## src/hw/rtl/bsmh_pkg.sv

```systemverilog
// Package for the byte stream mixing hash: controller states, the command and
// status words between controller and datapath, and the fixed hash constants.
// No dependencies.
package bsmh_pkg;

	localparam logic [7:0] DigestInit = 8'hAA;
	localparam logic [7:0] SaltInit   = 8'hAB;
	localparam logic       CmdAbsorb  = 1'b0;
	localparam logic       CmdFinish  = 1'b1;

	typedef enum logic [2:0] {
		ST_IDLE,
		ST_ABS,
		ST_ABS_END,
		ST_FIN_RD,
		ST_FIN_CMP,
		ST_FIN_OUT
	} state_t;

	typedef struct packed {
		logic start;     // latch the input word and precompute per-word terms
		logic issue;     // read the digest byte at the running index
		logic absorb;    // the issued read belongs to an absorb pass
		logic upd_salt;  // advance salt and position after an absorb pass
		logic out_load;  // load the final-mixed byte into the output register
		logic reinit;    // return salt, position and digest to reset values
	} dp_cmd_t;

	typedef struct packed {
		logic idx_last;  // running index points at the final digest byte
		logic out_fire;  // output word accepted this cycle
		logic out_last;  // the word in the output register is the final one
	} dp_stat_t;

endpackage

```

## src/hw/rtl/bsmh_ram.sv

```systemverilog
// Generic simple dual-port RAM: one write port, one read port with registered
// read data. No dependencies.
module bsmh_ram #(
	parameter int WIDTH = 8,
	parameter int DEPTH = 32
) (
	input  logic                                   clk,
	input  logic                                   we,
	input  logic [(DEPTH > 1 ? $clog2(DEPTH) : 1)-1:0] waddr,
	input  logic [WIDTH-1:0]                       wdata,
	input  logic                                   re,
	input  logic [(DEPTH > 1 ? $clog2(DEPTH) : 1)-1:0] raddr,
	output logic [WIDTH-1:0]                       rdata
);

	logic [WIDTH-1:0] mem_q [DEPTH];

	always_ff @(posedge clk) begin
		if (we) begin
			mem_q[waddr] <= wdata;
		end
		if (re) begin
			rdata <= mem_q[raddr];
		end
	end

endmodule

```

## src/hw/rtl/bsmh_dp.sv

```systemverilog
// Datapath of the mixing hash: digest RAM with valid bits, salt and position,
// the shared byte lane for absorb and final mixing, and the output register.
// Depends on bsmh_pkg and bsmh_ram.
module bsmh_dp #(
	parameter int DIGEST_BYTES = 32
) (
	input  logic               clk,
	input  logic               arst_n,
	input  bsmh_pkg::dp_cmd_t  cmd,
	output bsmh_pkg::dp_stat_t stat,
	input  logic [7:0]         data_byte,
	input  logic               out_ready,
	output logic               out_valid,
	output logic [7:0]         digest_byte,
	output logic [4:0]         byte_index,
	output logic               last
);
	import bsmh_pkg::*;

	localparam int AW = (DIGEST_BYTES > 1) ? $clog2(DIGEST_BYTES) : 1;
	localparam logic [AW-1:0] IdxLast = AW'(DIGEST_BYTES - 1);

	logic [7:0]              salt_q;
	logic [7:0]              pos_q;
	logic [7:0]              byte_q;
	logic [7:0]              post_q;
	logic [7:0]              tbase_q;
	logic [AW-1:0]           idx_q;
	logic [AW-1:0]           rd_idx_s1;
	logic                    rd_ok_s1;
	logic                    wr_s1;
	logic [DIGEST_BYTES-1:0] vld_q;
	logic                    out_valid_q;
	logic [7:0]              out_byte_q;
	logic [4:0]              out_idx_q;
	logic                    out_last_q;

	logic [7:0]  pos_inc;
	logic [15:0] post_prod;
	logic [7:0]  tbase;
	logic [7:0]  ram_rdata;
	logic [7:0]  cur_byte;
	logic [7:0]  j8;
	logic [7:0]  t_abs;
	logic [7:0]  v_abs;
	logic [7:0]  wr_data;
	logic [7:0]  t_fin;
	logic [7:0]  v_fin;
	logic [7:0]  fin_byte;
	logic        out_fire;

	// Per-word terms: salt*(p+1) and b + salt + 31*p, all modulo 256.
	assign pos_inc   = pos_q + 8'd1;
	assign post_prod = salt_q * pos_inc;
	assign tbase     = data_byte + salt_q + {pos_q[2:0], 5'b0} - pos_q;

	// A byte never written since reset or the last finish reads as the init value.
	assign cur_byte = rd_ok_s1 ? ram_rdata : DigestInit;
	assign j8       = 8'(rd_idx_s1);

	assign t_abs   = tbase_q + {j8[3:0], 4'b0} + j8;
	assign v_abs   = cur_byte ^ t_abs;
	assign wr_data = {v_abs[0], v_abs[7:1]} ^ post_q;

	assign t_fin    = salt_q + {j8[2:0], 5'b0} - j8;
	assign v_fin    = cur_byte ^ t_fin;
	assign fin_byte = {v_fin[2:0], v_fin[7:3]} ^ salt_q;

	assign out_fire = out_valid_q & out_ready;

	bsmh_ram #(
		.WIDTH(8),
		.DEPTH(DIGEST_BYTES)
	) u_ram (
		.clk  (clk),
		.we   (wr_s1),
		.waddr(rd_idx_s1),
		.wdata(wr_data),
		.re   (cmd.issue),
		.raddr(idx_q),
		.rdata(ram_rdata)
	);

	always_ff @(posedge clk or negedge arst_n) begin
		if (!arst_n) begin
			salt_q <= SaltInit;
			pos_q  <= 8'd0;
			idx_q  <= '0;
			wr_s1  <= 1'b0;
			vld_q  <= '0;
		end else begin
			wr_s1 <= cmd.issue & cmd.absorb;
			if (cmd.start) begin
				idx_q <= '0;
			end else if (cmd.issue) begin
				idx_q <= (idx_q == IdxLast) ? '0 : idx_q + AW'(1);
			end
			if (cmd.reinit) begin
				salt_q <= SaltInit;
				pos_q  <= 8'd0;
				vld_q  <= '0;
			end else begin
				if (cmd.upd_salt) begin
					salt_q <= {salt_q[2:0], 5'b0} + salt_q + byte_q;
					pos_q  <= pos_inc;
				end
				if (wr_s1) begin
					vld_q[rd_idx_s1] <= 1'b1;
				end
			end
		end
	end

	always_ff @(posedge clk) begin
		if (cmd.start) begin
			byte_q  <= data_byte;
			post_q  <= post_prod[7:0];
			tbase_q <= tbase;
		end
		if (cmd.issue) begin
			rd_idx_s1 <= idx_q;
			rd_ok_s1  <= vld_q[idx_q];
		end
	end

	always_ff @(posedge clk or negedge arst_n) begin
		if (!arst_n) begin
			out_valid_q <= 1'b0;
		end else if (cmd.out_load) begin
			out_valid_q <= 1'b1;
		end else if (out_fire) begin
			out_valid_q <= 1'b0;
		end
	end

	always_ff @(posedge clk) begin
		if (cmd.out_load) begin
			out_byte_q <= fin_byte;
			out_idx_q  <= 5'(rd_idx_s1);
			out_last_q <= (rd_idx_s1 == IdxLast);
		end
	end

	assign stat.idx_last = (idx_q == IdxLast);
	assign stat.out_fire = out_fire;
	assign stat.out_last = out_last_q;

	assign out_valid   = out_valid_q;
	assign digest_byte = out_byte_q;
	assign byte_index  = out_idx_q;
	assign last        = out_last_q;

endmodule

```

## src/hw/rtl/bsmh_ctrl.sv

```systemverilog
// Controller of the mixing hash: sequences absorb passes over the digest and
// the read, mix and emit loop of a finish. Depends on bsmh_pkg.
module bsmh_ctrl (
	input  logic               clk,
	input  logic               arst_n,
	input  logic               in_valid,
	input  logic               cmd,
	output logic               in_ready,
	input  bsmh_pkg::dp_stat_t stat,
	output bsmh_pkg::dp_cmd_t  dp_cmd
);
	import bsmh_pkg::*;

	state_t state_q;
	state_t state_d;

	always_ff @(posedge clk or negedge arst_n) begin
		if (!arst_n) begin
			state_q <= ST_IDLE;
		end else begin
			state_q <= state_d;
		end
	end

	always_comb begin
		state_d = state_q;
		case (state_q)
			ST_IDLE: begin
				if (in_valid) begin
					state_d = (cmd == CmdFinish) ? ST_FIN_RD : ST_ABS;
				end
			end
			ST_ABS: begin
				if (stat.idx_last) begin
					state_d = ST_ABS_END;
				end
			end
			ST_ABS_END: begin
				state_d = ST_IDLE;
			end
			ST_FIN_RD: begin
				state_d = ST_FIN_CMP;
			end
			ST_FIN_CMP: begin
				state_d = ST_FIN_OUT;
			end
			ST_FIN_OUT: begin
				if (stat.out_fire) begin
					state_d = stat.out_last ? ST_IDLE : ST_FIN_RD;
				end
			end
			default: begin
				state_d = ST_IDLE;
			end
		endcase
	end

	always_comb begin
		in_ready        = (state_q == ST_IDLE);
		dp_cmd          = '0;
		dp_cmd.start    = (state_q == ST_IDLE) & in_valid;
		dp_cmd.issue    = (state_q == ST_ABS) | (state_q == ST_FIN_RD);
		dp_cmd.absorb   = (state_q == ST_ABS);
		dp_cmd.upd_salt = (state_q == ST_ABS_END);
		dp_cmd.out_load = (state_q == ST_FIN_CMP);
		dp_cmd.reinit   = (state_q == ST_FIN_OUT) & stat.out_fire & stat.out_last;
	end

endmodule

```

## src/hw/rtl/byte_stream_mixing_hash_256.sv

```systemverilog
// Top level of the byte stream mixing hash: joins the controller and the
// datapath. Depends on bsmh_pkg, bsmh_ctrl and bsmh_dp.
//
// Input channel (in_valid/in_ready) carries one word: cmd and data_byte.
// cmd = absorb mixes data_byte into every digest byte; cmd = finish applies
// the final mix and emits DIGEST_BYTES words on the output channel
// (out_valid/out_ready) with digest_byte, byte_index and last, then returns
// the hash to its reset state.
// An absorb word walks the digest through the single byte lane, one digest
// byte per cycle, through ST_ABS and then ST_ABS_END, before in_ready returns.
// A finish handles each output word as a RAM read, a mix and a load of the
// output register, and waits while the receiver holds out_ready low; in_ready
// returns the cycle after the last word is taken. One word is worked on at a
// time; in_ready is low while an absorb or finish is in progress.
// A stalled output word stays in the output register, and the read of the
// next digest byte waits until it has been taken.
// After reset, and after each finish, the digest reads as all 0xAA through
// per-byte valid bits, so no clearing pass is needed; the block is ready in
// the first cycle after reset is released.
module byte_stream_mixing_hash_256 #(
	parameter int DIGEST_BYTES = 32
) (
	input  logic       clk,
	input  logic       arst_n,
	input  logic       in_valid,
	output logic       in_ready,
	input  logic       cmd,
	input  logic [7:0] data_byte,
	output logic       out_valid,
	input  logic       out_ready,
	output logic [7:0] digest_byte,
	output logic [4:0] byte_index,
	output logic       last
);
	import bsmh_pkg::*;

	dp_cmd_t  dp_cmd;
	dp_stat_t dp_stat;

	bsmh_ctrl u_ctrl (
		.clk     (clk),
		.arst_n  (arst_n),
		.in_valid(in_valid),
		.cmd     (cmd),
		.in_ready(in_ready),
		.stat    (dp_stat),
		.dp_cmd  (dp_cmd)
	);

	bsmh_dp #(
		.DIGEST_BYTES(DIGEST_BYTES)
	) u_dp (
		.clk        (clk),
		.arst_n     (arst_n),
		.cmd        (dp_cmd),
		.stat       (dp_stat),
		.data_byte  (data_byte),
		.out_ready  (out_ready),
		.out_valid  (out_valid),
		.digest_byte(digest_byte),
		.byte_index (byte_index),
		.last       (last)
	);

endmodule

```

## config.mk

```make
export PLATFORM = sky130hd
export DESIGN_NAME = byte_stream_mixing_hash_256
export DESIGN_NICKNAME = d
export VERILOG_FILES = /design/src/hw/rtl/bsmh_pkg.sv /design/src/hw/rtl/bsmh_ram.sv /design/src/hw/rtl/bsmh_dp.sv /design/src/hw/rtl/bsmh_ctrl.sv /design/src/hw/rtl/byte_stream_mixing_hash_256.sv
export SDC_FILE = /design/constraint.sdc
export NUM_CORES = 1
export LEC_CHECK = 0
export ABC_AREA = 0
export BUFFER_PORTS_ARGS = -buffer_cell sky130_fd_sc_hd__buf_2
export CORE_ASPECT_RATIO = 0.5
export CORE_MARGIN = 5
export CORE_UTILIZATION = 60
export CTS_CLUSTER_SIZE = 25
export DETAILED_ROUTE_END_ITERATION = 8
export MAX_ROUTING_LAYER = met4
export PLACE_DENSITY = 0.89
export SKIP_CTS_REPAIR_TIMING = 1
export SYNTH_ARGS = -nofsm -noshare
export SYNTH_HDL_FRONTEND = slang
export SYNTH_SLANG_ARGS = --single-unit
```

## constraint.sdc

```tcl
create_clock -name clk -period 5.33 [get_ports clk]
set_clock_uncertainty 0.05 [all_clocks]
set_input_delay 0.533 -clock clk [delete_from_list [all_inputs] [get_ports clk]]
set_output_delay 0.533 -clock clk [all_outputs]
set_load 0.05 [all_outputs]
```

# Word-level counts from Yosys, hierarchy flattened
# Memories as Yosys holds them, arrays and structs flattened. A register that Yosys moved wholly into a read port is not among the register bits.
# Index checks and enable logic that the tools add are counted.
# W data, S select, Z words.
dict set report totals {
  input_bits 13
  ff_bits 102
  n_memories 1
  ram_bits 256
  output_inout_bits 16
}
dict set report classes {
  reduce_logical 7
  n_mul 1
  n_lt_le_gt_ge 3
  eq_ne 10
  n_addsub 11
  bitwise_logic 11
  muxes 24
}
# memory depth word_bits rd rd_ports_with_merged_regs write_ports line_no
set memory_table {}
lappend memory_table {u_dp.u_ram.mem_q 32 8 1 1 1 bsmh_ram.sv:16} ;# logic [WIDTH-1:0] mem_q [DEPTH];
# op n
set op_table {}
lappend op_table {{$mux W32} 2}
lappend op_table {{$add A8 B8 Y8} 6}
lappend op_table {{$mux W8} 5}
lappend op_table {{$or A32 B32 Y32} 1}
lappend op_table {{$xor A8 B8 Y8} 4}
lappend op_table {{$mux W5} 3}
lappend op_table {{$pmux W3 S5} 1}
lappend op_table {{$lt A5 B6 Y1 const B} 2}
lappend op_table {{$eq A5 B5 Y1 const B} 2}
lappend op_table {{$mux W3} 3}
lappend op_table {{$add A8 B1 Y8 const B} 1}
lappend op_table {{$add A8 B5 Y8} 1}
lappend op_table {{$mul A8 B8 Y8} 1}
lappend op_table {{$reduce_bool A2 Y1} 4}
lappend op_table {{$sub A8 B5 Y8} 1}
lappend op_table {{$sub A8 B8 Y8} 1}
lappend op_table {{$eq A3 B2 Y1 const B} 2}
lappend op_table {{$eq A3 B3 Y1 const B} 2}
lappend op_table {{$mux W1} 6}
lappend op_table {{$add A5 B1 Y5 const B} 1}
lappend op_table {{$and A1 B1 Y1} 5}
lappend op_table {{$bmux W1 S5} 1}
lappend op_table {{$demux W1 S5} 1}
lappend op_table {{$ge A5 B1 Y1 const B} 1}
lappend op_table {{8 further kinds} 10}

# Logic depth before layout (Yosys ltp)
dict set report depth {
  word_depth 7
  ltp_mapped 17
  ltp_nobuf 16
}

# Hierarchy
# A second synthesis with hierarchy kept.
dict set report unflattened {
  cells_unflattened 1060
  area_unflattened_um2 17033.8
}
# module area_each_um2 n_inst seq_area_each_um2 cells_each
set modules_own_cells {}
lappend modules_own_cells {bsmh_ram 10133.5 1 7927.6 417}
lappend modules_own_cells {bsmh_dp 6685.2 1 2703.8 621}
lappend modules_own_cells {bsmh_ctrl 215.2 1 75.1 22}

# Worst setup path before layout
# OpenSTA, ideal clock, no wires.
dict set report synth_path {
  path_type {register to register}
  start {register u_dp.pos_q[1]}
  end {register u_dp.post_q[7], data pin}
  stages_incl_launch_ff 18
  setup_time_ns 0.260
  required_ns 5.020
  n_path_buf 1
  path_slack_ns 0.946
  arrival_ns 4.074
  cell_sequence {dfrtp_1 ha_1 clkbuf_1 nand3_1 xor2_1 nor2_1 fa_1 fa_1 ha_1 inv_1 fa_1 inv_1 ha_1 a21o_1 a21oi_1 xnor2_1 xnor2_1 xnor2_1}
}
dict set report synth_via {
  elab_chain_len 2
}
# element line_no
set synth_rtl {}
lappend synth_rtl {{start, declared} bsmh_dp.sv:24} ;# logic [7:0] pos_q;
lappend synth_rtl {{start signal, assigned} bsmh_dp.sv:105} ;# pos_q <= pos_inc;
lappend synth_rtl {{$add A8 B1 Y8} bsmh_dp.sv:53} ;# assign pos_inc = pos_q + 8'd1;
lappend synth_rtl {{$mul A8 B8 Y8} bsmh_dp.sv:54} ;# assign post_prod = salt_q * pos_inc;
lappend synth_rtl {{named net u_dp.post_prod[7]} bsmh_dp.sv:39} ;# logic [15:0] post_prod;
lappend synth_rtl {{end signal, assigned} bsmh_dp.sv:117} ;# post_q <= post_prod[7:0];
lappend synth_rtl {{end, declared} bsmh_dp.sv:26} ;# logic [7:0] post_q;
# The timed path passes the listed nets, and every way through them passes these cells.
# A chain may end at the register's enable or synchronous reset.

# Final worst setup path
dict set report layout_path {
  start {register u_dp.pos_q[0]}
  end {register u_dp.post_q[7], data pin}
}
# The elaborated chain is that of the path after synthesis.

==> results by group <==
Logic synthesis
  • Syn nets: 1125
  • Ys flop type: edfxtp_1
  • Mean Syn Cell Area: 16.51 sq um
  • Gate Count Post-Synth: 1018
  • Yosys warning count: 0
  • Compound-Gate Fraction of Synth Area: 0.03856
  • Multiplexer share of the synthesized area: 0.1271
  • Post-synth EDFFs: 308
  • Synth top area cells: edfxtp_1 (55%), mux4_2 (12%), dfrtp_1 (7.9%)
  • Cell Area, Synth: 16810 sq um
  • Post-synthesis sequential area ratio: 0.6371
  • Async set or reset register ratio after synthesis: 0.1585
  • Adder-Cell Fraction of Synth Area: 0.08204
  • Most frequent cell after synthesis: edfxtp_1
  • Top cell type's share of synthesized area: 0.5503
  • Post-synthesis sequential element count: approximately 370
  • Post-Synth Simple-Gate Area: 0.04355
  • Top cells by count, synth: edfxtp_1 (308), mux4_2 (88), inv_1 (74)
  • Post-Synth XOR/XNOR Area: 0.04378
  • Largest family of logic cells by synthesized area: multiplexers
  • Yosys cell types: 41
  • Synth area leader: edfxtp_1

Finish
  • Share of cells above drive strength 1: 0.1963
  • P&R area growth vs syn: 10.01%
  • Post-route insts no fill: 1463
  • Fin nets: 1162

Placement
  • Hpwl dp: 24740 um
  • Buffers on Ports: 28
  • DP Cell Count: 1404
  • GPL Wtd Cong: slightly above 0.9

Clock tree
  • H-tree Lvls: 1
  • Clk root buf: clkbuf_16
  • Reg clk slew, reported paths: 70 ps
  • Num CTS Buffers: 31
  • Worst skew pair latency: slightly above 600 ps
  • CTS sink cnt: 366
  • Clock Tree Buf Depth: 3
  • CTS tree: yes

Worst setup path
  • Flop-to-flop setup slack: 560 ps
  • Max stage delay on crit path: 590 ps
  • Critical path class: reg2reg
  • Crit start category: flip-flop
  • Slowest-stage cell, CP: dfrtp_1
  • Critical-path maximum fanout: 14
  • Crit-path cells: ha_1 > nand3_1 > xor2_1 > nor2_1 > fa_1 > fa_1 > ha_1 > inv_1 > fa_1 > inv_1 > ha_1 > a21o_1 > a21oi_1 > xnor2_1 > xnor2_1 > xnor2_1
  • Nature of the critical path endpoint: flip-flop
  • Critical R2R Launch: u_dp.pos_q[0]$_DFFE_PN0P_
  • Crit path launch: u_dp.pos_q[0]$_DFFE_PN0P_
  • RR Endpoint: u_dp.post_q[7]$_DFFE_PP_
  • CP arrival: 5070 ps
  • FF-to-FF path depth: 16
  • CP endpoint: u_dp.post_q[7]$_DFFE_PP_
  • Worst EP required: 5630 ps

Run status
  • Status: complete, no violations

Routing
  • DRC Markers: 0
  • Pre-antenna DRT Iters: 5
  • ANT nets after route: 0
  • Post-DR vias/cell: 6.686
  • Drt initial violations: 1498
  • Via count: around 9800
  • Routed WL per cell: 28.97 um
  • Total wire length: 42380 um

STA
  • Worst Tran Pin Value: between 1000 and 1500 ps
  • Achievable frequency: 209.7 MHz
  • Final hold vios: 0
  • Final worst-path cycle share: 0.8946
  • Max-slew violation count: 0
  • Unrepaired setup endpoints after global routing: no
  • Final min period: 4768 ps
  • Final setup violation count: 0
  • Slew headroom: 0.1930
  • Post-route setup TNS: 0 ps

Global routing
  • First-pass GRT wire length: 65360 um
  • Initial antenna violation count: 1
  • GRT overflow: 0
  • Pin count of the biggest net entering global routing: 78
  • Vias in the first global route: roughly 10000
  • Total Routing Usage GR: 0.2877

Floorplan
  • Row count: 43
  • I/O pins: 29
  • Placeable Area: 27650 sq um
  • Die footprint: 31660 sq um
  • Initial Util: 0.6077
  • Horiz. Die Dim: about 250 um
  • Die H: 128.3 um

Worst hold path
  • Hold WC Path Type: in2async

Flow run
  • Max Cap Violations: 0
layout make-up:
type / count / area [sq um]
Multi-Input combinational cell: 539 / 5695
Antenna cell: 1 / 2.502
Tap cell: 382 / 478.0
Timing Repair Buffer: 43 / 265.3
Sequential cell: 366 / 10710
Clock inverter: 23 / 257.7
Inverter: 74 / 277.8
Fill cell: 1674 / 9165
Clock buffer: 35 / 800.8
sequential cells by signal, summed over array words and instances (netlist names):
register and flops:
u_dp.wr_s1 1, u_dp.byte_q 8, u_dp.pos_q 8, u_dp.salt_q 8
u_dp.tbase_q 8, u_dp.idx_q 5, u_dp.out_valid 1, u_ctrl.state_q 3
u_dp.rd_idx_s1 5, u_dp.last 1, u_dp.u_ram.rdata 8, u_dp.vld_q 32
u_dp.digest_byte 8, u_dp.rd_ok_s1 1, u_dp.post_q 8, u_dp.byte_index 5
u_dp.u_ram.mem_q 256
critical path: cells and delay by family, from the launching register on:
kind | cells | cell delay, ps
buf+inv | 2 | 100
xor+xnor | 4 | 660
fa+ha+maj | 6 | 2470
flops | 1 | 590
compound gates | 2 | 370
simple gates | 2 | 280
worst min-delay path by stage:
stage	from	to	slack [ps]	cells after the start
after floorplan	arst_n	u_ctrl.state_q[0]$_DFFE_PN0P_	190	0
after global placement	u_dp.vld_q[6]$_DFFE_PN0P_	u_dp.vld_q[6]$_DFFE_PN0P_	420	1
after detailed placement	u_dp.vld_q[6]$_DFFE_PN0P_	u_dp.vld_q[6]$_DFFE_PN0P_	430	1
after CTS	data_byte[5]	u_dp.byte_q[5]$_DFFE_PP_	70	1
after global routing	data_byte[5]	u_dp.byte_q[5]$_DFFE_PP_	60	1
final	arst_n	u_dp.salt_q[4]$_DFFE_PN0P_	50	2
through the flow:
| stage | util | hold WS, ps | setup WS (ps) | cell area [sq um] |
|---|---|---|---|---|
| global placement | 0.6302 | 417.5 | 681.8 | 17430 |
| detailed placement | 0.6302 | 429.2 | 549.2 | 17430 |
| finish | 0.6686 | 45.45 | 561.8 | 18490 |
| global route | 0.6686 | 64.78 | 271.6 | 18490 |
| CTS | 0.6685 | 65.59 | 539.1 | 18490 |
| floorplan | - | 187.4 | 946.4 | 16810 |
metal layers:
metal | vias up | global-route usage | share of wire
met5 | - | - | 0
met4 | 0 | 0.07407 | 0.035
met3 | 156 | 0.06289 | 0.11
met2 | 854 | 0.4570 | 0.48
met1 | 4888 | 0.3895 | 0.37
li1 | 3884 | - | -
cells in the final DEF (no fill, tap or decap), drive strengths merged, types with 27 or more instances in the layout:
master  synthesis  final
fa             27     27
ha             67     67
inv            74     76
nor2           65     65
xnor2          71     71
buf            15     43
mux4           90     90
dfrtp          53     53
nand2          33     33
edfxtp        308    308
clkbuf         24     35
o21a           33     33
logic make-up after synthesis:
family                   count (synthesis)
AO/OA/AOI/OAI                          101
AND/OR/NAND/NOR                        161
multiplexers                            99
buffers and inverters                  113
XOR/XNOR                                84
adder cells (fa/ha/maj)                 94
flip-flops                             366
Power is not shown: default switching activity piles up to over one toggle a cycle in this logic, so the estimate is an artifact.
